**src/rmq_pkg.sv**
```systemverilog
// ----------------------------------------------------------------------------
// rmq_pkg: shared types and constants for the rotation-to-quaternion block
// Fixed-point formats, channel payloads and the data carried between cells.
// ----------------------------------------------------------------------------
package rmq_pkg;

  // Number format: signed DATA_W bits with FRAC_W fraction bits (Q2.14)
  localparam int DATA_W = 16;
  localparam int FRAC_W = 14;

  // Diagonal sums and radicands (three entries plus one)
  localparam int SUM_W  = DATA_W + 2;
  // Numerators: sum or difference of two entries
  localparam int NUM_W  = DATA_W + 1;
  // Non-negative radicand value before scaling
  localparam int VAL_W  = DATA_W + 1;
  // Scaled radicand, padded to an even width for the two-bit root steps
  localparam int RAD_W  = VAL_W + FRAC_W;
  localparam int RAD_E  = RAD_W + (RAD_W % 2);
  localparam int ROOT_W = RAD_E / 2;
  localparam int REM_W  = ROOT_W + 3;
  // Dividend and shifted divisor width in the divider cells
  localparam int DIV_W  = ROOT_W + 1 + DATA_W;
  localparam int LANES  = 4;

  // Epsilon 1e-6 in Q format, truncated
  localparam int EPS_Q  = (2 ** FRAC_W) / 1000000;

  // Output lanes
  localparam logic [1:0] LANE_X = 2'd0;
  localparam logic [1:0] LANE_Y = 2'd1;
  localparam logic [1:0] LANE_Z = 2'd2;
  localparam logic [1:0] LANE_W = 2'd3;

  typedef enum logic [1:0] {
    PATH_TRACE = 2'd0,
    PATH_X     = 2'd1,
    PATH_Y     = 2'd2,
    PATH_Z     = 2'd3
  } path_t;

  typedef struct packed {
    logic signed [DATA_W-1:0] right_x;
    logic signed [DATA_W-1:0] right_y;
    logic signed [DATA_W-1:0] right_z;
    logic signed [DATA_W-1:0] up_x;
    logic signed [DATA_W-1:0] up_y;
    logic signed [DATA_W-1:0] up_z;
    logic signed [DATA_W-1:0] fwd_x;
    logic signed [DATA_W-1:0] fwd_y;
    logic signed [DATA_W-1:0] fwd_z;
  } in_t;

  typedef struct packed {
    logic signed [DATA_W-1:0] quat_x;
    logic signed [DATA_W-1:0] quat_y;
    logic signed [DATA_W-1:0] quat_z;
    logic signed [DATA_W-1:0] quat_w;
    logic                     radicand_clamped;
    path_t                    chosen_path;
  } out_t;

  // Data carried through the square-root cells
  typedef struct packed {
    logic [LANES-1:0][NUM_W-1:0] num;
    path_t                       path;
    logic                        clamped;
    logic [RAD_E-1:0]            rad;
    logic [REM_W-1:0]            rem;
    logic [ROOT_W-1:0]           root;
  } sq_t;

  // One quotient lane in the divider cells
  typedef struct packed {
    logic              neg;
    logic              zero;
    logic              ovf;
    logic [DIV_W-1:0]  rem;
    logic [DIV_W-1:0]  den;
    logic [DATA_W-1:0] quo;
  } lane_t;

  // Data carried through the divider cells
  typedef struct packed {
    path_t                  path;
    logic                   clamped;
    logic [ROOT_W-1:0]      root;
    lane_t [LANES-1:0]      lane;
  } dv_t;

  // Lane that takes the half root for a given path
  function automatic logic [1:0] half_lane(path_t p);
    logic [1:0] l;
    case (p)
      PATH_TRACE: l = LANE_W;
      PATH_X:     l = LANE_X;
      PATH_Y:     l = LANE_Y;
      PATH_Z:     l = LANE_Z;
      default:    l = LANE_W;
    endcase
    return l;
  endfunction

endpackage

```
**src/rmq_sqrt_cell.sv**
```systemverilog
// ----------------------------------------------------------------------------
// rmq_sqrt_cell: one root digit
// Brings down two radicand bits and resolves one bit of the integer root.
// ----------------------------------------------------------------------------
module rmq_sqrt_cell (
  input  logic         clk,
  input  logic         rst_n,
  input  logic         vld_i,
  output logic         rdy_o,
  input  rmq_pkg::sq_t data_i,
  output logic         vld_o,
  input  logic         rdy_i,
  output rmq_pkg::sq_t data_o
);

  localparam int RB = rmq_pkg::ROOT_W;
  localparam int MW = rmq_pkg::REM_W;
  localparam int RE = rmq_pkg::RAD_E;

  logic [MW-1:0] rem2, trial;
  logic          ge;
  rmq_pkg::sq_t  nxt;
  logic          vld_r;
  rmq_pkg::sq_t  data_r;

  // Trial subtract of (4*root + 1) from the extended remainder
  always_comb begin
    rem2  = {data_i.rem[MW-3:0], data_i.rad[RE-1:RE-2]};
    trial = {1'b0, data_i.root, 2'b01};
    ge    = rem2 >= trial;
    nxt      = data_i;
    nxt.rad  = {data_i.rad[RE-3:0], 2'b00};
    nxt.rem  = ge ? (rem2 - trial) : rem2;
    nxt.root = {data_i.root[RB-2:0], ge};
  end

  assign rdy_o = !vld_r || rdy_i;

  always_ff @(posedge clk) begin
    if (!rst_n) begin
      vld_r <= 1'b0;
    end else if (rdy_o) begin
      vld_r <= vld_i;
    end
  end

  always_ff @(posedge clk) begin
    if (rdy_o && vld_i) begin
      data_r <= nxt;
    end
  end

  assign vld_o  = vld_r;
  assign data_o = data_r;

endmodule

```
**config.mk**
```make
export PLATFORM = sky130hd
export DESIGN_NAME = rmq_sqrt_cell
export DESIGN_NICKNAME = d
export VERILOG_FILES = /design/src/rmq_pkg.sv /design/src/rmq_sqrt_cell.sv
export SDC_FILE = /design/constraint.sdc
export NUM_CORES = 1
export LEC_CHECK = 0
export ABC_AREA = 1
export CAP_MARGIN = 10
export CORE_MARGIN = 3
export CORE_UTILIZATION = 50
export CTS_CLUSTER_SIZE = 28
export DETAILED_ROUTE_END_ITERATION = 16
export DONT_BUFFER_PORTS = 1
export HOLD_SLACK_MARGIN = 0.12
export PLACE_DENSITY = 0.65
export RECOVER_POWER = 50
export SETUP_SLACK_MARGIN = 0.02
export SLEW_MARGIN = 20
export SYNTH_ARGS = -nofsm -noshare
export SYNTH_HDL_FRONTEND = slang
export SYNTH_SLANG_ARGS = --single-unit
export TNS_END_PERCENT = 20
```
**constraint.sdc**
```tcl
create_clock -name clk -period 20.8 [get_ports clk]
set_clock_uncertainty 0.1 [all_clocks]
set_input_delay 2.08 -clock clk [delete_from_list [all_inputs] [get_ports clk]]
set_output_delay 2.08 -clock clk [all_outputs]
set_load 0.005 [all_outputs]
```
==> impl_results.md <==
* Clk slew on worst S/H paths at 60 ps
* Routed WL at 12.9 mm
* Worst VDD drop at 0.0500 mV
* Width of the die at 112 um
* LEAKAGE at 2.63 nW
* Final GP Congestion at 0.842
* Largest delay share family, worst path: simple AND/OR/NAND/NOR gates
* Final Non-Filler Cells at 628
* Worst EP arrival at 2200 ps
* Total core area at 10900 um^2
* Vias per Instance at 5.15
* Number of nets with antenna violations after routing at 0
* First drt pass iteration count at 5
* Fin. max-slew vios at 0
* Setup CP Type: input pin to output pin
* Final setup fails at 0
* Final period util at 0.211
* FF-to-FF setup slack at 18010 ps
* DR WL/cell at 20.5 um
* Worst path cell trace: inv_1 > nand2_1
* DP Cell Count at 595
* Number of hold buffers added after CTS at 0
* Initial antenna violation count at 2
* Mapped Cells at 457
* Worst-Skew Late Latency at 400 ps
* Post-Syn Area at 5620 um^2
* Status: complete, no violations
* Hold path start: vld_o
* Area occupied by multi-input gates at 1230 um^2
* First-pass GRT wire length at 18.8 mm
* GR Overflow Total at 0
* FMAX at 228 MHz
* Max_cap viols at 0
* Starting Density at 0.514
* Post-synth cell types at 23
* Setup_tns at 0 ps
* Synth warn at 0
* Number of global-route vias before repair at 3130
* Sequential fraction of the synthesis area at 0.730
* Mapped Avg Cell Area at 12.3 um^2
* Vias at 3234
* CP Max Fanout at 2
* Worst slew pin tran at 1270 ps
* IO buf count at 0
* CTS tree: built
* Row cnt at 38
* CP peak stage delay at 80 ps
* Setup repair bufs after CTS at 0
* Post-layout minimum cycle time at 4380 ps
* Leading post-synthesis cells by cell area: edfxtp_1 (73%), nand2_1 (9.6%), ha_1 (4.0%), inv_1 (3.8%), nor2_1 (1.9%)
* Worst reg2reg path startpoint: vld_o
* Setup ws final at 16420 ps
* Largest net degree at the start of global routing at 83
* Worst EP required at 18620 ps
* Yosys top cell by area: edfxtp_1
* Layout area overhead at 13.9%
* Fill count at 895
* H-tree Lvls at 4
* Startpoint class of the critical path: input pin
* WP buf/inv at 1
* DRC violations left at 0
* Critical Path Sink Type: output pin
* Final core occ at 0.585
* Post-synth top area share at 0.726
* Deepest clock path buffer count at 2
* Chip height at 112 um
* Register area at 4100 um^2
* Final hold violations at 0
* Critical Path Start: rdy_i
* CP max stage cell: nand2_1
* Clock sinks at 137
* Relative slew slack at 0.155
* Total Routing Usage GR at 0.200
* DP HPWL at 10.1 mm
* Drt initial violations at 202
* Root Driver: clkbuf_16
* CTS resizes at 0
* Die ar. at 12600 um^2
* Cts bufs inserted at 17
* Fraction of layout cells with a size suffix above 1 at 0.0905
* IO Pins at 282
* Synth Register Bits at 137
* RSZ-0062 raised after global routing: false
* PwrDens at 109 nW/um^2
* Layout Nets at 634
* Hold WC Path Type: register to register
* DP Worst Slack at 16320 ps
## final cells by class
| type | count | area share |
|---|---|---|
| timing repair buffer | 2 | 0.00235 |
| tap | 140 | 0.0274 |
| inverter | 66 | 0.0387 |
| clock inverter | 14 | 0.0307 |
| antenna | 2 | 0.000782 |
| clock buffer | 17 | 0.0664 |
| multi-input combinational | 250 | 0.193 |
| sequential | 137 | 0.641 |
## metrics by stage
step / power [mW] / hold slack, ps / instance area (um^2)
finish: 0.700 / 476 / 6400
global route: 0.726 / 495 / 6400
CTS: 0.706 / 520 / 6410
detailed placement: 0.395 / 511 / 5790
global placement: 0.394 / 496 / 5790
floorplan: 0.384 / 423 / 5630
## path summary, 6_finish.rpt
check,endpoint,cells past startpoint
hold / removal,vld_o,2
setup reg to reg,data_o[102],2
hold reg to reg,vld_o,2
setup / recovery,rdy_o,2
## power by group
| part | total (mW) | leakage, nW | internal (mW) | switching, mW |
|---|---|---|---|---|
| combinational | 0.0491 | 1.01 | 0.0153 | 0.0338 |
| sequential | 0.340 | 1.33 | 0.328 | 0.0112 |
| clock | 0.311 | 0.296 | 0.201 | 0.110 |
## flip-flops by register name, summed over array words and instances, names as in the netlist
register,flops
vld_o,1
data_o,136
## synthesized netlist by cell type (all sizes together)
master  count
nand2     144
edfxtp    136
inv        66
nor2       28
nand3      20
ha         18
a21oi      13
xor2        7
buf         5
nand3b      4
o21ai       4
nand4       3
nor3        2
o21bai      2
xnor2       2
a21boi      1
conb        1
dfxtp       1
## cell usage in the layout (no fill, tap or decap), drive strengths merged
cell,Yosys,final
nand3b,4,4
nor3,2,2
o21ai,4,4
xor2,7,7
nand2,144,144
inv,66,69
bufinv,0,4
clkinv,0,4
a21oi,13,13
clkbuf,0,17
dfxtp,1,1
diode,0,2
nor2,28,28
xnor2,2,2
clkinvlp,0,3
nand4,3,3
buf,5,2
edfxtp,136,136
o21bai,2,2
nand3,20,20
ha,18,18
a21boi,1,1
conb,1,2
## logic make-up after synthesis
| group | count (synthesis) | share of synthesized area |
|---|---|---|
| other cells | 1 | 0.000667 |
| compound gates | 20 | 0.0198 |
| fa+ha+maj | 18 | 0.0401 |
| xor+xnor | 9 | 0.0140 |
| flops | 137 | 0.730 |
| buf+inv | 71 | 0.0514 |
| simple gates | 201 | 0.144 |
## metal layers
metal | track usage | vias up | routed length (um)
met3 | 0.0809 | 12 | 1030
met2 | 0.342 | 146 | 6940
met5 | 0 | - | 0
met4 | 0.0849 | 0 | 217
met1 | 0.223 | 1517 | 4710
li1 | - | 1559 | -
Note: power is estimated with default switching activity, not from simulation.
