$ cat config.mk
export PLATFORM = sky130hd
export DESIGN_NAME = rmq_back
export DESIGN_NICKNAME = d
export VERILOG_FILES = /design/src/rmq_pkg.sv /design/src/rmq_back.sv
export SDC_FILE = /design/constraint.sdc
export NUM_CORES = 1
export LEC_CHECK = 0
export ABC_AREA = 1
export BUFFER_PORTS_ARGS = -buffer_cell sky130_fd_sc_hd__buf_2
export CORE_AREA = 2 2 167 169
export CTS_BUF_LIST = sky130_fd_sc_hd__clkbuf_8
export DETAILED_ROUTE_END_ITERATION = 10
export DIE_AREA = 0 0 169 171
export PLACE_DENSITY_LB_ADDON = 0.05
export SYNTH_ARGS = -nofsm -noshare
export SYNTH_HDL_FRONTEND = slang
export SYNTH_SLANG_ARGS = --single-unit
$ cat constraint.sdc
create_clock -name clk -period 5.7 [get_ports clk]
set_clock_uncertainty 0.15 [all_clocks]
set_input_delay 1.425 -clock clk [delete_from_list [all_inputs] [get_ports clk]]
set_output_delay 1.425 -clock clk [all_outputs]
set_load 0.01 [all_outputs]
$ cat src/rmq_pkg.sv
// ----------------------------------------------------------------------------
// rmq_pkg: shared types and constants for the rotation-to-quaternion block
// Fixed-point formats, channel payloads and the data carried between cells.
// ----------------------------------------------------------------------------
package rmq_pkg;

  // Number format: signed DATA_W bits with FRAC_W fraction bits (Q2.14)
  localparam int DATA_W = 16;
  localparam int FRAC_W = 14;

  // Diagonal sums and radicands (three entries plus one)
  localparam int SUM_W  = DATA_W + 2;
  // Numerators: sum or difference of two entries
  localparam int NUM_W  = DATA_W + 1;
  // Non-negative radicand value before scaling
  localparam int VAL_W  = DATA_W + 1;
  // Scaled radicand, padded to an even width for the two-bit root steps
  localparam int RAD_W  = VAL_W + FRAC_W;
  localparam int RAD_E  = RAD_W + (RAD_W % 2);
  localparam int ROOT_W = RAD_E / 2;
  localparam int REM_W  = ROOT_W + 3;
  // Dividend and shifted divisor width in the divider cells
  localparam int DIV_W  = ROOT_W + 1 + DATA_W;
  localparam int LANES  = 4;

  // Epsilon 1e-6 in Q format, truncated
  localparam int EPS_Q  = (2 ** FRAC_W) / 1000000;

  // Output lanes
  localparam logic [1:0] LANE_X = 2'd0;
  localparam logic [1:0] LANE_Y = 2'd1;
  localparam logic [1:0] LANE_Z = 2'd2;
  localparam logic [1:0] LANE_W = 2'd3;

  typedef enum logic [1:0] {
    PATH_TRACE = 2'd0,
    PATH_X     = 2'd1,
    PATH_Y     = 2'd2,
    PATH_Z     = 2'd3
  } path_t;

  typedef struct packed {
    logic signed [DATA_W-1:0] right_x;
    logic signed [DATA_W-1:0] right_y;
    logic signed [DATA_W-1:0] right_z;
    logic signed [DATA_W-1:0] up_x;
    logic signed [DATA_W-1:0] up_y;
    logic signed [DATA_W-1:0] up_z;
    logic signed [DATA_W-1:0] fwd_x;
    logic signed [DATA_W-1:0] fwd_y;
    logic signed [DATA_W-1:0] fwd_z;
  } in_t;

  typedef struct packed {
    logic signed [DATA_W-1:0] quat_x;
    logic signed [DATA_W-1:0] quat_y;
    logic signed [DATA_W-1:0] quat_z;
    logic signed [DATA_W-1:0] quat_w;
    logic                     radicand_clamped;
    path_t                    chosen_path;
  } out_t;

  // Data carried through the square-root cells
  typedef struct packed {
    logic [LANES-1:0][NUM_W-1:0] num;
    path_t                       path;
    logic                        clamped;
    logic [RAD_E-1:0]            rad;
    logic [REM_W-1:0]            rem;
    logic [ROOT_W-1:0]           root;
  } sq_t;

  // One quotient lane in the divider cells
  typedef struct packed {
    logic              neg;
    logic              zero;
    logic              ovf;
    logic [DIV_W-1:0]  rem;
    logic [DIV_W-1:0]  den;
    logic [DATA_W-1:0] quo;
  } lane_t;

  // Data carried through the divider cells
  typedef struct packed {
    path_t                  path;
    logic                   clamped;
    logic [ROOT_W-1:0]      root;
    lane_t [LANES-1:0]      lane;
  } dv_t;

  // Lane that takes the half root for a given path
  function automatic logic [1:0] half_lane(path_t p);
    logic [1:0] l;
    case (p)
      PATH_TRACE: l = LANE_W;
      PATH_X:     l = LANE_X;
      PATH_Y:     l = LANE_Y;
      PATH_Z:     l = LANE_Z;
      default:    l = LANE_W;
    endcase
    return l;
  endfunction

endpackage

$ cat src/rmq_back.sv
// ----------------------------------------------------------------------------
// rmq_back: result assembly and output register
// Applies signs, saturates, places the half root and holds the result.
// ----------------------------------------------------------------------------
module rmq_back (
  input  logic          clk,
  input  logic          rst_n,
  input  logic          vld_i,
  output logic          rdy_o,
  input  rmq_pkg::dv_t  data_i,
  output logic          vld_o,
  input  logic          rdy_i,
  output rmq_pkg::out_t data_o
);

  localparam int W  = rmq_pkg::DATA_W;
  localparam int HW = rmq_pkg::ROOT_W + 1;
  localparam logic [W-1:0] SMAX = {1'b0, {(W-1){1'b1}}};
  localparam logic [W-1:0] SMIN = {1'b1, {(W-1){1'b0}}};

  logic [HW-1:0]  hr;
  logic [W-1:0]   hr_sat;
  logic [W-1:0]   res [rmq_pkg::LANES];
  logic [1:0]     hl;
  rmq_pkg::out_t  nxt;
  logic           vld_r;
  rmq_pkg::out_t  data_r;

  // Half root, rounded half up, saturated
  assign hr     = (HW'(data_i.root) + HW'(1)) >> 1;
  assign hr_sat = (hr > HW'(SMAX)) ? SMAX : hr[W-1:0];
  assign hl     = rmq_pkg::half_lane(data_i.path);

  always_comb begin
    for (int i = 0; i < rmq_pkg::LANES; i++) begin
      if (2'(i) == hl) begin
        res[i] = hr_sat;
      end else if (data_i.lane[i].zero) begin
        res[i] = '0;
      end else if (data_i.lane[i].ovf) begin
        res[i] = data_i.lane[i].neg ? SMIN : SMAX;
      end else if (data_i.lane[i].neg) begin
        res[i] = (data_i.lane[i].quo > SMIN) ? SMIN : (W'(0) - data_i.lane[i].quo);
      end else begin
        res[i] = (data_i.lane[i].quo > SMAX) ? SMAX : data_i.lane[i].quo;
      end
    end
    nxt.quat_x           = res[rmq_pkg::LANE_X];
    nxt.quat_y           = res[rmq_pkg::LANE_Y];
    nxt.quat_z           = res[rmq_pkg::LANE_Z];
    nxt.quat_w           = res[rmq_pkg::LANE_W];
    nxt.radicand_clamped = data_i.clamped;
    nxt.chosen_path      = data_i.path;
  end

  assign rdy_o = !vld_r || rdy_i;

  always_ff @(posedge clk) begin
    if (!rst_n) begin
      vld_r <= 1'b0;
    end else if (rdy_o) begin
      vld_r <= vld_i;
    end
  end

  always_ff @(posedge clk) begin
    if (rdy_o && vld_i) begin
      data_r <= nxt;
    end
  end

  assign vld_o  = vld_r;
  assign data_o = data_r;

endmodule

==> flow_summary.html <==
<table>
<tr><th>Metric</th><th>Value</th></tr>
<tr><th colspan="2">Logic synthesis</th></tr>
<tr><td>Fraction of registers with async set or reset after synthesis</td><td>0%</td></tr>
<tr><td>Cell area after synthesis</td><td>5880 sq um</td></tr>
<tr><td>Mean Syn Cell Area</td><td>6.44 sq um</td></tr>
<tr><td>Post-Syn Nets</td><td>1281</td></tr>
<tr><td>Number of synthesized register bits</td><td>68</td></tr>
<tr><td>Synth Flop Type</td><td>edfxtp_1</td></tr>
<tr><td>Yosys warnings</td><td>0</td></tr>
<tr><td>Library cells used by synthesis</td><td>34</td></tr>
<tr><td>Share of the yosys chip area belonging to registers</td><td>34.6%</td></tr>
<tr><td>Number of enable-type register cells in the synthesized netlist</td><td>67</td></tr>
<tr><td>Number of instances in the synthesized netlist</td><td>913</td></tr>
<tr><th colspan="2">Worst setup path</th></tr>
<tr><td>Highest fanout seen on the critical path</td><td>2</td></tr>
<tr><td>Critical path class</td><td>input pin to output port</td></tr>
<tr><td>Element type at the critical path start</td><td>input pin</td></tr>
<tr><td>Endpoint of the worst-slack reg-to-reg timing path</td><td>data_o[52]$_DFFE_PP_</td></tr>
<tr><td>Worst R2R Path Depth</td><td>2</td></tr>
<tr><td>Endpoint class of the critical path</td><td>output port</td></tr>
<tr><td>Critical Path RT</td><td>4.12 ns</td></tr>
<tr><td>Internal reg-to-reg setup slack</td><td>3.87 ns</td></tr>
<tr><td>FF-to-FF Start</td><td>vld_o$_SDFFE_PN0N_</td></tr>
<tr><td>Arrival @ worst endpoint</td><td>1.82 ns</td></tr>
<tr><th colspan="2">Layout</th></tr>
<tr><td>Most common cell after layout, fill and taps aside</td><td>nand2_1</td></tr>
<tr><td>Number of filler instances in the final layout</td><td>3179</td></tr>
<tr><td>Final #Nets</td><td>1444</td></tr>
<tr><td>Non-Filler Cell Area, Final</td><td>7330 sq um</td></tr>
<tr><td>Final cell count without fillers</td><td>1429</td></tr>
<tr><td>Area overhead of the layout relative to synthesis</td><td>24.7%</td></tr>
<tr><td>Most frequent cells in the layout</td><td>347 x nand2_1, 167 x buf_2, 104 x nor2_1</td></tr>
<tr><td>Share of cells above drive strength 1</td><td>21.8%</td></tr>
<tr><th colspan="2">Status</th></tr>
<tr><td>Status</td><td>completed</td></tr>
<tr><th colspan="2">Route</th></tr>
<tr><td>DR WL/cell</td><td>17.6 microns</td></tr>
<tr><td>Number of detailed-route iterations in the first pass</td><td>5</td></tr>
<tr><td>DRT iter0 DRCs</td><td>339</td></tr>
<tr><td>Total Wirelength</td><td>25200 microns</td></tr>
<tr><td>Routed via count divided by cell count</td><td>4.39</td></tr>
<tr><td>Antenna Nets Post-Route</td><td>0</td></tr>
<tr><td>Number of remaining DRC errors</td><td>0</td></tr>
<tr><td>Routed via count</td><td>6280</td></tr>
<tr><th colspan="2">Placed design</th></tr>
<tr><td>Place WS</td><td>1.92 ns</td></tr>
<tr><td>Number of buffers inserted by port buffering</td><td>167</td></tr>
<tr><td>Half-perimeter wire length after detailed placement</td><td>19900 microns</td></tr>
<tr><td>Gpl congestion</td><td>0.860</td></tr>
<tr><td>Cell total after placement</td><td>1411</td></tr>
<tr><td>Dpl cell area</td><td>7080 sq um</td></tr>
<tr><th colspan="2">Job</th></tr>
<tr><td>Maximum Capacitance Violations</td><td>0</td></tr>
<tr><th colspan="2">Clock tree</th></tr>
<tr><td>Post-CTS sizing</td><td>0</td></tr>
<tr><td>Buffer type at the clock tree root</td><td>clkbuf_8</td></tr>
<tr><td>CTS Buf Count</td><td>9</td></tr>
<tr><td>Post-CTS clock slew at the launch and capture registers of the worst setup and hold paths</td><td>0.09 ns</td></tr>
<tr><td>Maximum level of the CTS H-tree</td><td>3</td></tr>
<tr><td>TritonCTS clock tree</td><td>done</td></tr>
<tr><td>CTS Buffer Depth</td><td>2</td></tr>
<tr><td>Number of hold buffers added after cts</td><td>0</td></tr>
<tr><td>Post CTS Setup Buffer Count</td><td>0</td></tr>
<tr><td>Sinks on the clock net</td><td>68</td></tr>
<tr><td>Source-to-sink clock delay at the later pin of the worst-skew pair</td><td>0.37 ns</td></tr>
<tr><th colspan="2">Die</th></tr>
<tr><td>Starting utilization of the core area</td><td>21.5%</td></tr>
<tr><td>Die Span Y</td><td>171 microns</td></tr>
<tr><td>Core footprint</td><td>27300 sq um</td></tr>
<tr><td>Area of the die</td><td>28900 sq um</td></tr>
<tr><td>IO Count</td><td>432</td></tr>
<tr><td>Number of rows created at floorplan</td><td>61</td></tr>
<tr><td>Chip Width</td><td>169 microns</td></tr>
<tr><th colspan="2">Power and ir drop</th></tr>
<tr><td>Worst VDD drop</td><td>0.0000813 V</td></tr>
<tr><td>Leakage power of the design</td><td>3.52 nW</td></tr>
<tr><td>Power Dens Cells</td><td>205 nW/um^2</td></tr>
<tr><th colspan="2">STA</th></tr>
<tr><td>Worst slew margin</td><td>35.7%</td></tr>
<tr><td>Setup TNS Final</td><td>0 ns</td></tr>
<tr><td>Post-route minimum period</td><td>3.40 ns</td></tr>
<tr><td>Total of endpoints with negative setup slack in the final report</td><td>0</td></tr>
<tr><td>Worst hold margin</td><td>0.405 ns</td></tr>
<tr><td>RSZ-0062 raised after global routing</td><td>false</td></tr>
<tr><td>Fmax</td><td>0.294 GHz</td></tr>
<tr><td>Period Utilization, post-route</td><td>59.6%</td></tr>
<tr><td>Final Hold Violating Endpoints</td><td>0</td></tr>
<tr><td>Worst setup slack after layout</td><td>2.30 ns</td></tr>
<tr><td>Fin. max-slew vios</td><td>0</td></tr>
<tr><td>Least-Margin Pin Slew</td><td>0.964 ns</td></tr>
<tr><th colspan="2">Hold path</th></tr>
<tr><td>Start point of the worst hold path</td><td>vld_o$_SDFFE_PN0N_</td></tr>
<tr><td>Worst hold path class</td><td>register to register</td></tr>
<tr><td>Hold endpoint</td><td>vld_o$_SDFFE_PN0N_</td></tr>
<tr><td>Cell depth of the worst min-delay path</td><td>2</td></tr>
<tr><th colspan="2">GRT</th></tr>
<tr><td>Overflow after GRT</td><td>0</td></tr>
<tr><td>Pin count of the biggest net entering global routing</td><td>68</td></tr>
<tr><td>Wire length of the first global-routing pass</td><td>37500 microns</td></tr>
<tr><td>Via count of the first global-routing pass</td><td>6014</td></tr>
<tr><td>GRT Resource Usage Total</td><td>17.5%</td></tr>
<tr><td>Number of antenna violations at the first check in global routing</td><td>2</td></tr>
</table>
==> kinds of logic (layout without fill, tap and decap cells) <==
logic type                 after synthesis  count (layout)  synth area share [%]
adders and majority gates                5               5                  1.06
and+or+nand+nor                        595             595                  43.1
other                                    0               2                     0
AOI/OAI and AO/OA                       95              95                  9.09
buffers and inverters                  124             292                  8.33
DFF                                     68              68                  34.6
xor gates and xnor gates                26              26                  3.88
==> synthesized netlist by cell type, drive strengths merged, types with 5 or more instances <==
cell	count	area (sq um)
clkbuf	5	18.8
nand4	10	62.6
edfxtp	67	2010
ha	5	62.6
a21oi	20	104
o21ai	52	260
nor3	10	71.3
inv	107	402
nand2	364	1420
nor2	118	493
nand3	88	450
o31ai	20	150
buf	12	68.8
xor2	23	201
==> where the power goes <==
group          total (W)  switching, W  internal, W
logic           0.000385      0.000265     0.000120
clock network   0.000499      0.000209     0.000289
registers       0.000616     0.0000148     0.000602
==> critical path: stages <==
cell	delay (ns)
buf_2	0.09
inv_1	0.09
nand2_1	0.07
buf_2	0.14
==> per-stage QoR <==
step	total power, W	util [%]
CTS	0.00153	26.8
global placement	0.00102	25.9
floorplan	0.000830	-
global route	0.00159	26.8
finish	0.00150	26.8
detailed placement	0.00102	25.9
==> area by class of cell <==
| type | count | area (sq um) | area share, % |
|---|---|---|---|
| sequential | 68 | 2030 | 27.7 |
| antenna | 2 | 5.00 | 0.0683 |
| clock buffer | 9 | 124 | 1.69 |
| inverter | 107 | 402 | 5.48 |
| multi-input combinational | 721 | 3370 | 45.9 |
| tap | 346 | 433 | 5.91 |
| timing repair buffer | 169 | 851 | 11.6 |
| clock inverter | 7 | 115 | 1.57 |
==> flip-flops by register name, summed over array words and instances (netlist names) <==
| signal | cells |
|---|---|
| vld_o | 1 |
| data_o | 67 |
==> metal layers <==
| metal | track usage, % | vias to the layer above | routed length (microns) |
|---|---|---|---|
| met5 | 0 | - | 0 |
| met4 | 3.79 | 0 | 316 |
| met3 | 6.96 | 18 | 2480 |
| met2 | 25.1 | 179 | 10100 |
| met1 | 24.6 | 2810 | 12300 |
| li1 | - | 3273 | - |
==> how the worst max path moves through the flow <==
stage	slack [ns]	to	startpoint	cells after the start
after global placement	1.89	data_o[61]$_DFFE_PP_	data_i[0]	11
after detailed placement	1.92	data_o[61]$_DFFE_PP_	data_i[0]	11
final	2.30	rdy_o	rdy_i	4
after floorplan	0.32	data_o[0]$_DFFE_PP_	vld_i	2
after CTS	2.27	data_o[61]$_DFFE_PP_	data_i[0]	11
after global routing	2.09	data_o[61]$_DFFE_PP_	data_i[0]	11
No activity file was read; power rests on OpenSTA's default activity.
