## src/rmq_pkg.sv

```systemverilog
// ----------------------------------------------------------------------------
// rmq_pkg: shared types and constants for the rotation-to-quaternion block
// Fixed-point formats, channel payloads and the data carried between cells.
// ----------------------------------------------------------------------------
package rmq_pkg;

  // Number format: signed DATA_W bits with FRAC_W fraction bits (Q2.14)
  localparam int DATA_W = 16;
  localparam int FRAC_W = 14;

  // Diagonal sums and radicands (three entries plus one)
  localparam int SUM_W  = DATA_W + 2;
  // Numerators: sum or difference of two entries
  localparam int NUM_W  = DATA_W + 1;
  // Non-negative radicand value before scaling
  localparam int VAL_W  = DATA_W + 1;
  // Scaled radicand, padded to an even width for the two-bit root steps
  localparam int RAD_W  = VAL_W + FRAC_W;
  localparam int RAD_E  = RAD_W + (RAD_W % 2);
  localparam int ROOT_W = RAD_E / 2;
  localparam int REM_W  = ROOT_W + 3;
  // Dividend and shifted divisor width in the divider cells
  localparam int DIV_W  = ROOT_W + 1 + DATA_W;
  localparam int LANES  = 4;

  // Epsilon 1e-6 in Q format, truncated
  localparam int EPS_Q  = (2 ** FRAC_W) / 1000000;

  // Output lanes
  localparam logic [1:0] LANE_X = 2'd0;
  localparam logic [1:0] LANE_Y = 2'd1;
  localparam logic [1:0] LANE_Z = 2'd2;
  localparam logic [1:0] LANE_W = 2'd3;

  typedef enum logic [1:0] {
    PATH_TRACE = 2'd0,
    PATH_X     = 2'd1,
    PATH_Y     = 2'd2,
    PATH_Z     = 2'd3
  } path_t;

  typedef struct packed {
    logic signed [DATA_W-1:0] right_x;
    logic signed [DATA_W-1:0] right_y;
    logic signed [DATA_W-1:0] right_z;
    logic signed [DATA_W-1:0] up_x;
    logic signed [DATA_W-1:0] up_y;
    logic signed [DATA_W-1:0] up_z;
    logic signed [DATA_W-1:0] fwd_x;
    logic signed [DATA_W-1:0] fwd_y;
    logic signed [DATA_W-1:0] fwd_z;
  } in_t;

  typedef struct packed {
    logic signed [DATA_W-1:0] quat_x;
    logic signed [DATA_W-1:0] quat_y;
    logic signed [DATA_W-1:0] quat_z;
    logic signed [DATA_W-1:0] quat_w;
    logic                     radicand_clamped;
    path_t                    chosen_path;
  } out_t;

  // Data carried through the square-root cells
  typedef struct packed {
    logic [LANES-1:0][NUM_W-1:0] num;
    path_t                       path;
    logic                        clamped;
    logic [RAD_E-1:0]            rad;
    logic [REM_W-1:0]            rem;
    logic [ROOT_W-1:0]           root;
  } sq_t;

  // One quotient lane in the divider cells
  typedef struct packed {
    logic              neg;
    logic              zero;
    logic              ovf;
    logic [DIV_W-1:0]  rem;
    logic [DIV_W-1:0]  den;
    logic [DATA_W-1:0] quo;
  } lane_t;

  // Data carried through the divider cells
  typedef struct packed {
    path_t                  path;
    logic                   clamped;
    logic [ROOT_W-1:0]      root;
    lane_t [LANES-1:0]      lane;
  } dv_t;

  // Lane that takes the half root for a given path
  function automatic logic [1:0] half_lane(path_t p);
    logic [1:0] l;
    case (p)
      PATH_TRACE: l = LANE_W;
      PATH_X:     l = LANE_X;
      PATH_Y:     l = LANE_Y;
      PATH_Z:     l = LANE_Z;
      default:    l = LANE_W;
    endcase
    return l;
  endfunction

endpackage

```

## src/rmq_div_prep.sv

```systemverilog
// ----------------------------------------------------------------------------
// rmq_div_prep: divider setup
// Splits numerators into sign and magnitude, forms dividends and flags overflow.
// ----------------------------------------------------------------------------
module rmq_div_prep (
  input  logic         clk,
  input  logic         rst_n,
  input  logic         vld_i,
  output logic         rdy_o,
  input  rmq_pkg::sq_t data_i,
  output logic         vld_o,
  input  logic         rdy_i,
  output rmq_pkg::dv_t data_o
);

  localparam int NW = rmq_pkg::NUM_W;
  localparam int DW = rmq_pkg::DIV_W;

  rmq_pkg::dv_t nxt;
  logic [NW-1:0] mag [rmq_pkg::LANES];
  logic          vld_r;
  rmq_pkg::dv_t  data_r;

  // Dividend (|n| << F) + r over divisor 2r; overflow when quotient needs extra bits
  always_comb begin
    nxt         = '0;
    nxt.path    = data_i.path;
    nxt.clamped = data_i.clamped;
    nxt.root    = data_i.root;
    for (int i = 0; i < rmq_pkg::LANES; i++) begin
      nxt.lane[i].neg  = data_i.num[i][NW-1];
      mag[i]           = data_i.num[i][NW-1] ? (NW'(0) - data_i.num[i]) : data_i.num[i];
      nxt.lane[i].zero = mag[i] == '0;
      nxt.lane[i].den  = DW'({data_i.root, 1'b0});
      nxt.lane[i].rem  = DW'({mag[i], {rmq_pkg::FRAC_W{1'b0}}}) + DW'(data_i.root);
      nxt.lane[i].ovf  = nxt.lane[i].rem >= (nxt.lane[i].den << rmq_pkg::DATA_W);
    end
  end

  assign rdy_o = !vld_r || rdy_i;

  always_ff @(posedge clk) begin
    if (!rst_n) begin
      vld_r <= 1'b0;
    end else if (rdy_o) begin
      vld_r <= vld_i;
    end
  end

  always_ff @(posedge clk) begin
    if (rdy_o && vld_i) begin
      data_r <= nxt;
    end
  end

  assign vld_o  = vld_r;
  assign data_o = data_r;

endmodule

```

## config.mk

```make
export PLATFORM = sky130hd
export DESIGN_NAME = rmq_div_prep
export DESIGN_NICKNAME = d
export VERILOG_FILES = /design/src/rmq_pkg.sv /design/src/rmq_div_prep.sv
export SDC_FILE = /design/constraint.sdc
export NUM_CORES = 1
export LEC_CHECK = 0
export BUFFER_PORTS_ARGS = -buffer_cell sky130_fd_sc_hd__buf_4
export CORE_AREA = 10 10 188 190
export CTS_CLUSTER_SIZE = 16
export DETAILED_ROUTE_END_ITERATION = 10
export DIE_AREA = 0 0 198 200
export RECOVER_POWER = 25
export SYNTH_ARGS = -nofsm -noshare
export SYNTH_HDL_FRONTEND = slang
export SYNTH_SLANG_ARGS = --single-unit
```

## constraint.sdc

```tcl
create_clock -name clk -period 4.8 [get_ports clk]
set_clock_uncertainty 0.05 [all_clocks]
set_input_delay 0.72 -clock clk [delete_from_list [all_inputs] [get_ports clk]]
set_output_delay 0.72 -clock clk [all_outputs]
set_load 0.05 [all_outputs]
```

==> results.toml, run 1 <==
[run_status]
status = "finished, violations left"
failed_checks = "capacitance limit, slew limit"

[worst_setup_path]
required_ns = 4.85
worst-endpoint-arrival_ns = 4.34
reg2reg_setup_slack_ns = 1.61
reg2reg_from = "vld_o"
worst-path-max-fanout = 19
critPathKind = "in -> reg"
r2r_cells = 3
endpoint_kind = "flop"
start_kind = "input pin"
worstReg2RegEnd = "data_o[238]"

[pwr]
pwr-share-comb = 0.440
clkPwrFrac = 0.225
internal_power_mw = 1.89
cellPowerDensity_mw_per_mm2 = 297
ir_drop_mv = 0.128
swShare = 0.444
power_leakage_nw = 4.92
power_switching_mw = 1.52
seq_power_share = 0.335

[die]
row_count = 65
core_sq_mm = 0.0314
io_pins = 503
die-area_sq_mm = 0.0396
die_y_um = 200
die_w_um = 198
initial_core_util = 0.318

[hold_path]
min_to = "vld_o"
hold_path_class = "reg -> reg"
min_path_cells = 2
holdCritStartpoint = "vld_o"

[final_layout]
drive_gt1_frac = 0.236
n_antenna_cell = 0
nNetsFinal = 1477
syn2layout_area_growth_pct = 15.0

[grt]
grt_pass1_wl_um = 46900
grt_pass1_vias = 7737
grt_max_degree = 43
grt-ovfl-total = 0
grt_usage = 0.155
antenna_found_initial = 0

[clock_tree]
cts.sinks = 104
clock-root-buffer = "clkbuf_16"
clk_latency_ns = 0.35
ctsResizeCount = 0
postCtsHoldBufs = 0
clkSlewWorstSetupHoldPaths_ns = 0.07
h-tree-depth = 3
numCtsBuffers = 9
clock_path_buffers = 2
cts_tree = "done"
postCtsSetupRepairBufs = 0

[detailed_routing]
drc = 0
vias = 7756
ant_nets = 0
wirelength_um = 32600
drt_pre_antenna_iters = 5
wl_per_cell_um = 19.6
vias_per_cell = 4.66
drt_iter0_markers = 410

[timing]
worst_pin_slew_ns = 2.18
period_needed_ns = 4.29
fin_ws_ns = 0.515
fin_setup_tns_ns = 0
max_freq_mhz = 233
hold_violations = 0
rsz0062_at_grt = "false"
max_slew_margin = -0.456
period_share = 0.893
drv_slew = 34
setup_violations = 0

[run]
drv_cap = 1

[yosys]
yosys.area.top_type_share = 0.310
synthMostInstantiatedCell = "buf_4"
ys.flop_type = "edfxtp_1"
ys_warn_count = 0
synth_edf_count = 103
synth_top_area_cell = "edfxtp_1"
synth_area_leaders = "edfxtp_1 (31%), buf_4 (19%), ha_1 (9.4%), xnor2_1 (5.4%), xor2_1 (3.9%)"
avgSynthCellArea_sq_um = 9.43
async_flop_share = 0
synth_common_cells = "buf_4 (257), edfxtp_1 (103), ha_1 (75), xnor2_1 (62), nand2_1 (50)"
synth_cell_types = 73
ys_seq_elements = 104
syn_area_sq_mm = 0.00999
syn_inst = 1060
yosysSeqAreaShare = 0.312

[placement]
hpwl_um = 26900
gp_congestion = 0.819
numPortBuffers = 315
pre_cts_slack_ns = 0.143
## state kept, by name, indices dropped and copies added (netlist names)
name and count:
data_o 103, vld_o 1
## per-stage QoR
step                      hold WS, ns  cells  utilization  area, sq um  power, mW
after detailed placement        0.495   1647        0.364        11400       2.70
final                           0.496   1663        0.366        11500       3.41
after CTS                       0.474   1663        0.374        11700       3.47
after global placement          0.480   1647        0.364        11400       2.68
after global routing            0.505   1663        0.366        11500       3.58
after floorplan                 0.769   1203            -        10500       2.41
## area by class of cell
type | instances | area [sq um]
fillers | 3209 | 19900
clock inverters | 5 | 57.6
multi-input cells | 771 | 5190
inverters | 41 | 154
repair buffers | 329 | 2230
flip-flops and latches | 104 | 3110
clock buffers | 11 | 243
well taps | 402 | 503
## kinds of logic after synthesis
kind of cell | after synthesis | share of synthesized area
mux | 5 | 0.00501
simple gates | 281 | 0.158
xor+xnor | 107 | 0.0945
fa+ha+maj | 79 | 0.102
other cells | 1 | 0.000375
flops | 104 | 0.312
compound gates | 155 | 0.106
buf+inv | 328 | 0.223
## critical path, stage by stage
cell	delay, ns
clkbuf_1	0.57
o21ai_0	0.32
ha_1	0.36
a21oi_1	0.08
nor4_1	0.58
nand2_1	0.11
a21oi_1	0.35
ha_1	0.31
nor2b_1	0.13
o21ai_0	0.14
o211ai_1	0.11
a21o_1	0.19
a211oi_1	0.26
o41ai_1	0.11
## metal layers
| metal | global-route usage | vias up | wire [um] |
|---|---|---|---|
| met2 | 0.254 | 343 | 15100 |
| met4 | 0.0504 | 0 | 540 |
| met5 | 0 | - | 0 |
| met3 | 0.0400 | 21 | 2620 |
| li1 | - | 3761 | - |
| met1 | 0.195 | 3631 | 14400 |
## power by group through the flow
stage	Combinational, mW	Clock [mW]	Sequential (mW)
global route	1.60	0.825	1.15
finish	1.50	0.767	1.14
global placement	1.52	0	1.16
floorplan	1.01	0	1.40
CTS	1.54	0.793	1.14
detailed placement	1.53	0	1.16
## worst max path at each step
stage,end,from,slack (ns),depth (start not counted)
after global routing,data_o[252],data_i[120],0.20,14
after floorplan,data_o[82],data_i[86],0.23,20
after detailed placement,data_o[82],data_i[70],0.14,18
final,data_o[252],data_i[120],0.51,14
after CTS,data_o[82],data_i[70],0.54,18
after global placement,data_o[82],data_i[70],0.22,18
## cells in the final DEF (no fill, tap or decap), drive strengths merged, types with 11 or more instances in the layout
cell type / n
a21o: 16
a21oi: 25
buf: 261
clkbuf: 79
conb: 144
edfxtp: 103
ha: 75
inv: 41
nand2: 50
nand2b: 14
nand3: 14
nand4: 18
nor2: 46
nor2b: 18
nor3: 27
nor4: 18
o21ai: 44
o31ai: 19
or3: 20
or4: 11
xnor2: 62
xor2: 45
Power figures use the tool's default switching activity.
==> run 2: changes to the inputs <==
Settings changed: ABC_CLOCK_PERIOD_IN_PS from default to 5260, CORE_AREA 10 10 188 190 to 10 10 189 191, DIE_AREA 0 0 198 200 to 0 0 199 201.
Clock period 4.8 ns to 5.26 ns, I/O delays scaled along.
==> run 2 against run 1 <==
  * The run still ends with capacitance limit, slew limit left
  * Global-route usage down 0.41 points
  * Setup slack better by 0.18 ns
  * Clock power down 18%
  * Sequential power down 9%
  * Cell count down 0.36%
  * Largest cell class unchanged
  * Highest routed layer unchanged
==> results.toml, run 2 (synthesis gave the netlist of run 1 again) <==
[die]
initial_core_util = 0.312
io_pins = 503
die_w_um = 199
die-area_sq_mm = 0.0400
core_sq_mm = 0.0320
die_y_um = 201
row_count = 66

[final_layout]
final_common_cell = "buf_4"
nNetsFinal = 1465
n_antenna_cell = 0
largest_reg_flops = 103
drive_gt1_frac = 0.222
syn2layout_area_growth_pct = 13.5
final_cell_count_no_fill = 1657
final_cell_mix = "buf_4 (242), conb_1 (144), edfxtp_1 (103)"

[timing]
period_needed_ns = 4.57
hold_violations = 0
setup_violations = 0
fin_ws_ns = 0.693
max_slew_margin = -0.168
max_freq_mhz = 219
worst_pin_slew_ns = 1.75
fin_setup_tns_ns = 0
period_share = 0.868
rsz0062_at_grt = "false"
drv_slew = 29

[clock_tree]
h-tree-depth = 3
ctsResizeCount = 0
clk_latency_ns = 0.35
postCtsSetupRepairBufs = 0
clock_path_buffers = 2
clock-root-buffer = "clkbuf_16"
clkSlewWorstSetupHoldPaths_ns = 0.07
cts_tree = "done"
numCtsBuffers = 9
cts.sinks = 104
postCtsHoldBufs = 0

[run_status]
failed_checks = "capacitance limit, slew limit"
status = "finished, violations left"

[grt]
grt-ovfl-total = 0
grt_usage = 0.151
antenna_found_initial = 0
grt_pass1_wl_um = 46200
grt_max_degree = 48
grt_pass1_vias = 7625

[placement]
hpwl_um = 26800
numPortBuffers = 315
gp_congestion = 0.828
place_inst = 1641
pre_cts_slack_ns = 0.561

[worst_setup_path]
required_ns = 5.32
start_kind = "input pin"
endpoint_kind = "flop"
startpoint = "data_i[15]"
worst-path-max-fanout = 17
critPathKind = "in -> reg"
worst-endpoint-arrival_ns = 4.63
reg2reg_from = "vld_o"
reg2reg_setup_slack_ns = 2.36

[detailed_routing]
vias = 7753
wl_per_cell_um = 19.5
ant_nets = 0
vias_per_cell = 4.68
drc = 0
wirelength_um = 32400
drt_iter0_markers = 371
drt_pre_antenna_iters = 5

[pwr]
power_leakage_nw = 4.81
ir_drop_mv = 0.189
cellPowerDensity_mw_per_mm2 = 266

[hold_path]
hold_path_class = "reg -> reg"
holdCritStartpoint = "vld_o"

[run]
drv_cap = 1
run 2: cell types whose count changed in the layout (fill, tap and decap cells not counted):
cell        before  now
buf_4          261  242
bufinv_16        1    0
clkbuf_1        65   72
clkbuf_8         1    0
clkinv_1         0    2
clkinv_2         2    1
clkinv_4         2    1
clkinvlp_4       0    2
run 2: layer usage:
metal | vias to the layer above | GRT usage | part of all wire
met5 | - | 0 | 0
met4 | 0 | 0.0450 | 0.018
met3 | 20 | 0.0491 | 0.098
met2 | 374 | 0.253 | 0.46
met1 | 3636 | 0.180 | 0.42
li1 | 3723 | - | -
run 2: final cells by class:
cell class	instances	area [sq um]
clock buffer	10	229
clock inverter	6	36.3
fill	3345	20700
inverter	41	154
multi-input combinational	771	5190
sequential	104	3110
tap	408	510
timing repair buffer	317	2110
run 2: path summary, 6_finish.rpt:
check,end,cells after the start
worst max-delay path,data_o[82],15
worst min-delay path,vld_o,2
worst max register to register,data_o[322],3
worst min register to register,vld_o,2
run 2: report_power, final:
| part | switching [mW] | leakage (nW) | internal, mW |
|---|---|---|---|
| Combinational | 1.02 | 3.68 | 0.333 |
| Sequential | 0.0394 | 1.01 | 1.00 |
| Clock | 0.311 | 0.124 | 0.318 |
| Total | 1.37 | 4.81 | 1.65 |
run 2: stage by stage:
step / utilization / cell area [sq um] / hold slack, ns / total power [mW]
floorplan: - / 10500 / 0.838 / 2.20
global placement: 0.354 / 11300 / 0.477 / 2.43
detailed placement: 0.354 / 11300 / 0.491 / 2.45
CTS: 0.362 / 11600 / 0.504 / 3.08
global route: 0.354 / 11300 / 0.509 / 3.17
finish: 0.354 / 11300 / 0.491 / 3.02
run 2: worst max-delay path, stage by stage:
cell and delay (ns):
clkbuf_1 0.85, fa_1 0.38, nand2b_1 0.08, or3_1 0.39
or3_1 0.47, nor3_1 0.24, xnor2_1 0.18, ha_1 0.28
a21o_1 0.19, a21o_1 0.18, a21oi_1 0.15, nor2b_1 0.06
o21ai_0 0.14, a211o_1 0.14, nand3_1 0.09
==> run 3: changes to the inputs <==
--- a/config.mk
+++ b/config.mk
@@ -9,6 +9,7 @@
 export BUFFER_PORTS_ARGS = -buffer_cell sky130_fd_sc_hd__buf_4
-export CORE_AREA = 10 10 189 191
+export CORE_MARGIN = 10
+export CORE_UTILIZATION = 31
 export CTS_CLUSTER_SIZE = 16
 export DETAILED_ROUTE_END_ITERATION = 10
-export DIE_AREA = 0 0 199 201
+export PLACE_DENSITY = 0.59
 export RECOVER_POWER = 25
==> constraint.sdc (replaced) <==
create_clock -name clk -period 5.26 [get_ports clk]
set_clock_uncertainty 0.05 [all_clocks]
set_input_delay 1.052 -clock clk [delete_from_list [all_inputs] [get_ports clk]]
set_output_delay 1.052 -clock clk [all_outputs]
set_load 0.05 [all_outputs]
==> run 3 against run 2 <==
  * The flow still finishes with violations (capacitance limit, slew limit)
  * Maximum frequency is 1.7% lower
  * Count of clock-buffer cells in the layout unchanged
  * Critical path depth grew 1
  * Cell count decreased by 0.18%
  * Sequential power barely moved
  * Register-to-register slack worse by 0.28 ns
  * Cell area increased by 0.61%
  * Largest power group unchanged
==> results.toml, run 3 (synthesis gave the netlist of run 1 again) <==
[worst_setup_path]
crit_chain = "clkbuf_1 > inv_1 > a21oi_1 > xnor2_1 > or3_1 > mux2i_1 > o21ai_0 > xnor2_1 > ha_1 > a21oi_1 > nor2b_1 > o21ai_0 > o211ai_1 > a21o_1 > a211oi_1 > o41ai_1"
worst-path-max-fanout = 19
required_ns = 5.32
critPathBufInv = 2
cp_slowest_cell = "clkbuf_1"
slowest_delay_ns = 0.59
endpoint_kind = "flop"
worst-endpoint-arrival_ns = 4.70
start_kind = "input pin"
critPathTopFamily = "compound AO/OA/AOI/OAI gates"
critPathKind = "in -> reg"

[final_layout]
drive_gt1_frac = 0.231
final_util = 0.360
final_cell_count_no_fill = 1654
syn2layout_area_growth_pct = 14.2
final_common_cell = "buf_4"
final_cell_mix = "buf_4 (253), conb_1 (144), edfxtp_1 (103)"
n_antenna_cell = 0
nNetsFinal = 1468
largest_reg_flops = 103

[clock_tree]
cts_tree = "done"
postCtsSetupRepairBufs = 0
clock_path_buffers = 2
numCtsBuffers = 9
cts.sinks = 104
h-tree-depth = 3
clkSlewWorstSetupHoldPaths_ns = 0.07
clock-root-buffer = "clkbuf_16"
clk_latency_ns = 0.36
postCtsHoldBufs = 0
ctsResizeCount = 0

[pwr]
seq_power_share = 0.338
power_leakage_nw = 4.87
clkPwrFrac = 0.221
power_switching_mw = 1.38
pwr-share-comb = 0.441
internal_power_mw = 1.71
cellPowerDensity_mw_per_mm2 = 270
swShare = 0.446
ir_drop_mv = 0.137

[timing]
fin_setup_tns_ns = 0
max_slew_margin = -0.469
drv_slew = 35
worst_pin_slew_ns = 2.20
rsz0062_at_grt = "false"
period_needed_ns = 4.65
setup_violations = 0
max_freq_mhz = 215
period_share = 0.883
hold_violations = 0

[placement]
hpwl_um = 26900
numPortBuffers = 315
place_inst = 1638
gp_congestion = 0.838

[detailed_routing]
vias = 7657
drt_pre_antenna_iters = 4
ant_nets = 0
drt_iter0_markers = 397
wl_per_cell_um = 19.8
drc = 0
vias_per_cell = 4.63
wirelength_um = 32700

[die]
die_w_um = 200
initial_core_util = 0.315
io_pins = 503
row_count = 65
die_y_um = 200
die-area_sq_mm = 0.0398
core_sq_mm = 0.0317

[grt]
grt_pass1_vias = 7630
grt_usage = 0.154
grt-ovfl-total = 0
grt_pass1_wl_um = 46700
grt_max_degree = 41
antenna_found_initial = 0

[run_status]
status = "finished, violations left"
failed_checks = "capacitance limit, slew limit"

[run]
drv_cap = 1

[hold_path]
hold_path_class = "reg -> reg"
==> run 3: cell types whose count changed in the layout (fill, tap and decap cells not counted), sizes merged <==
cell,previous run,this run
buf,242,253
clkbuf,85,77
bufinv,0,1
clkinvlp,2,1
==> run 3: cell type report <==
class	instances	area [sq um]
Clock buffer	10	229
Timing Repair Buffer	320	2170
Multi-Input combinational cell	771	5190
Inverter	41	154
Sequential cell	104	3110
Fill cell	3260	20300
Tap cell	402	503
Clock inverter	6	60.1
==> run 3: power groups by stage <==
stage / logic (mW) / clock network, mW / registers, mW
floorplan: 0.921 / 0 / 1.28
global placement: 1.38 / 0 / 1.06
detailed placement: 1.39 / 0 / 1.06
CTS: 1.39 / 0.702 / 1.04
global route: 1.45 / 0.729 / 1.05
finish: 1.36 / 0.681 / 1.04
==> run 3: stage by stage <==
| stage | setup WS (ns) | area [sq um] | total power [mW] | hold slack, ns |
|---|---|---|---|---|
| global route | 0.292 | 11400 | 3.23 | 0.551 |
| floorplan | 0.357 | 10500 | 2.20 | 1.10 |
| finish | 0.614 | 11400 | 3.08 | 0.509 |
| global placement | 0.343 | 11400 | 2.44 | 0.485 |
| detailed placement | 0.265 | 11400 | 2.45 | 0.510 |
| CTS | 0.639 | 11600 | 3.14 | 0.520 |
==> run 3: per-layer routing <==
metal  part of all wire  wire (um)  up-vias  global-route usage
li1                   -          -     3736                   -
met1               0.42      13900     3584               0.190
met2               0.46      15200      318               0.255
met3              0.098       3200       19              0.0449
met4              0.015        503        0              0.0451
met5                  0          0        -                   0
==> run 3: final timing paths <==
path                                  start           to  slack, ns  cells after the start
worst max-delay path            data_i[120]  data_o[252]       0.61                     16
worst min-delay path                  vld_o        vld_o       0.51                      2
worst max register to register        vld_o  data_o[329]       2.08                      3
worst min register to register        vld_o        vld_o       0.51                      2
==> run 3: worst register-to-register path: stages (launching register included) <==
cell      delay, ns
dfxtp_1        0.32
nand2b_1       0.11
and2_0         1.63
buf_4          0.70
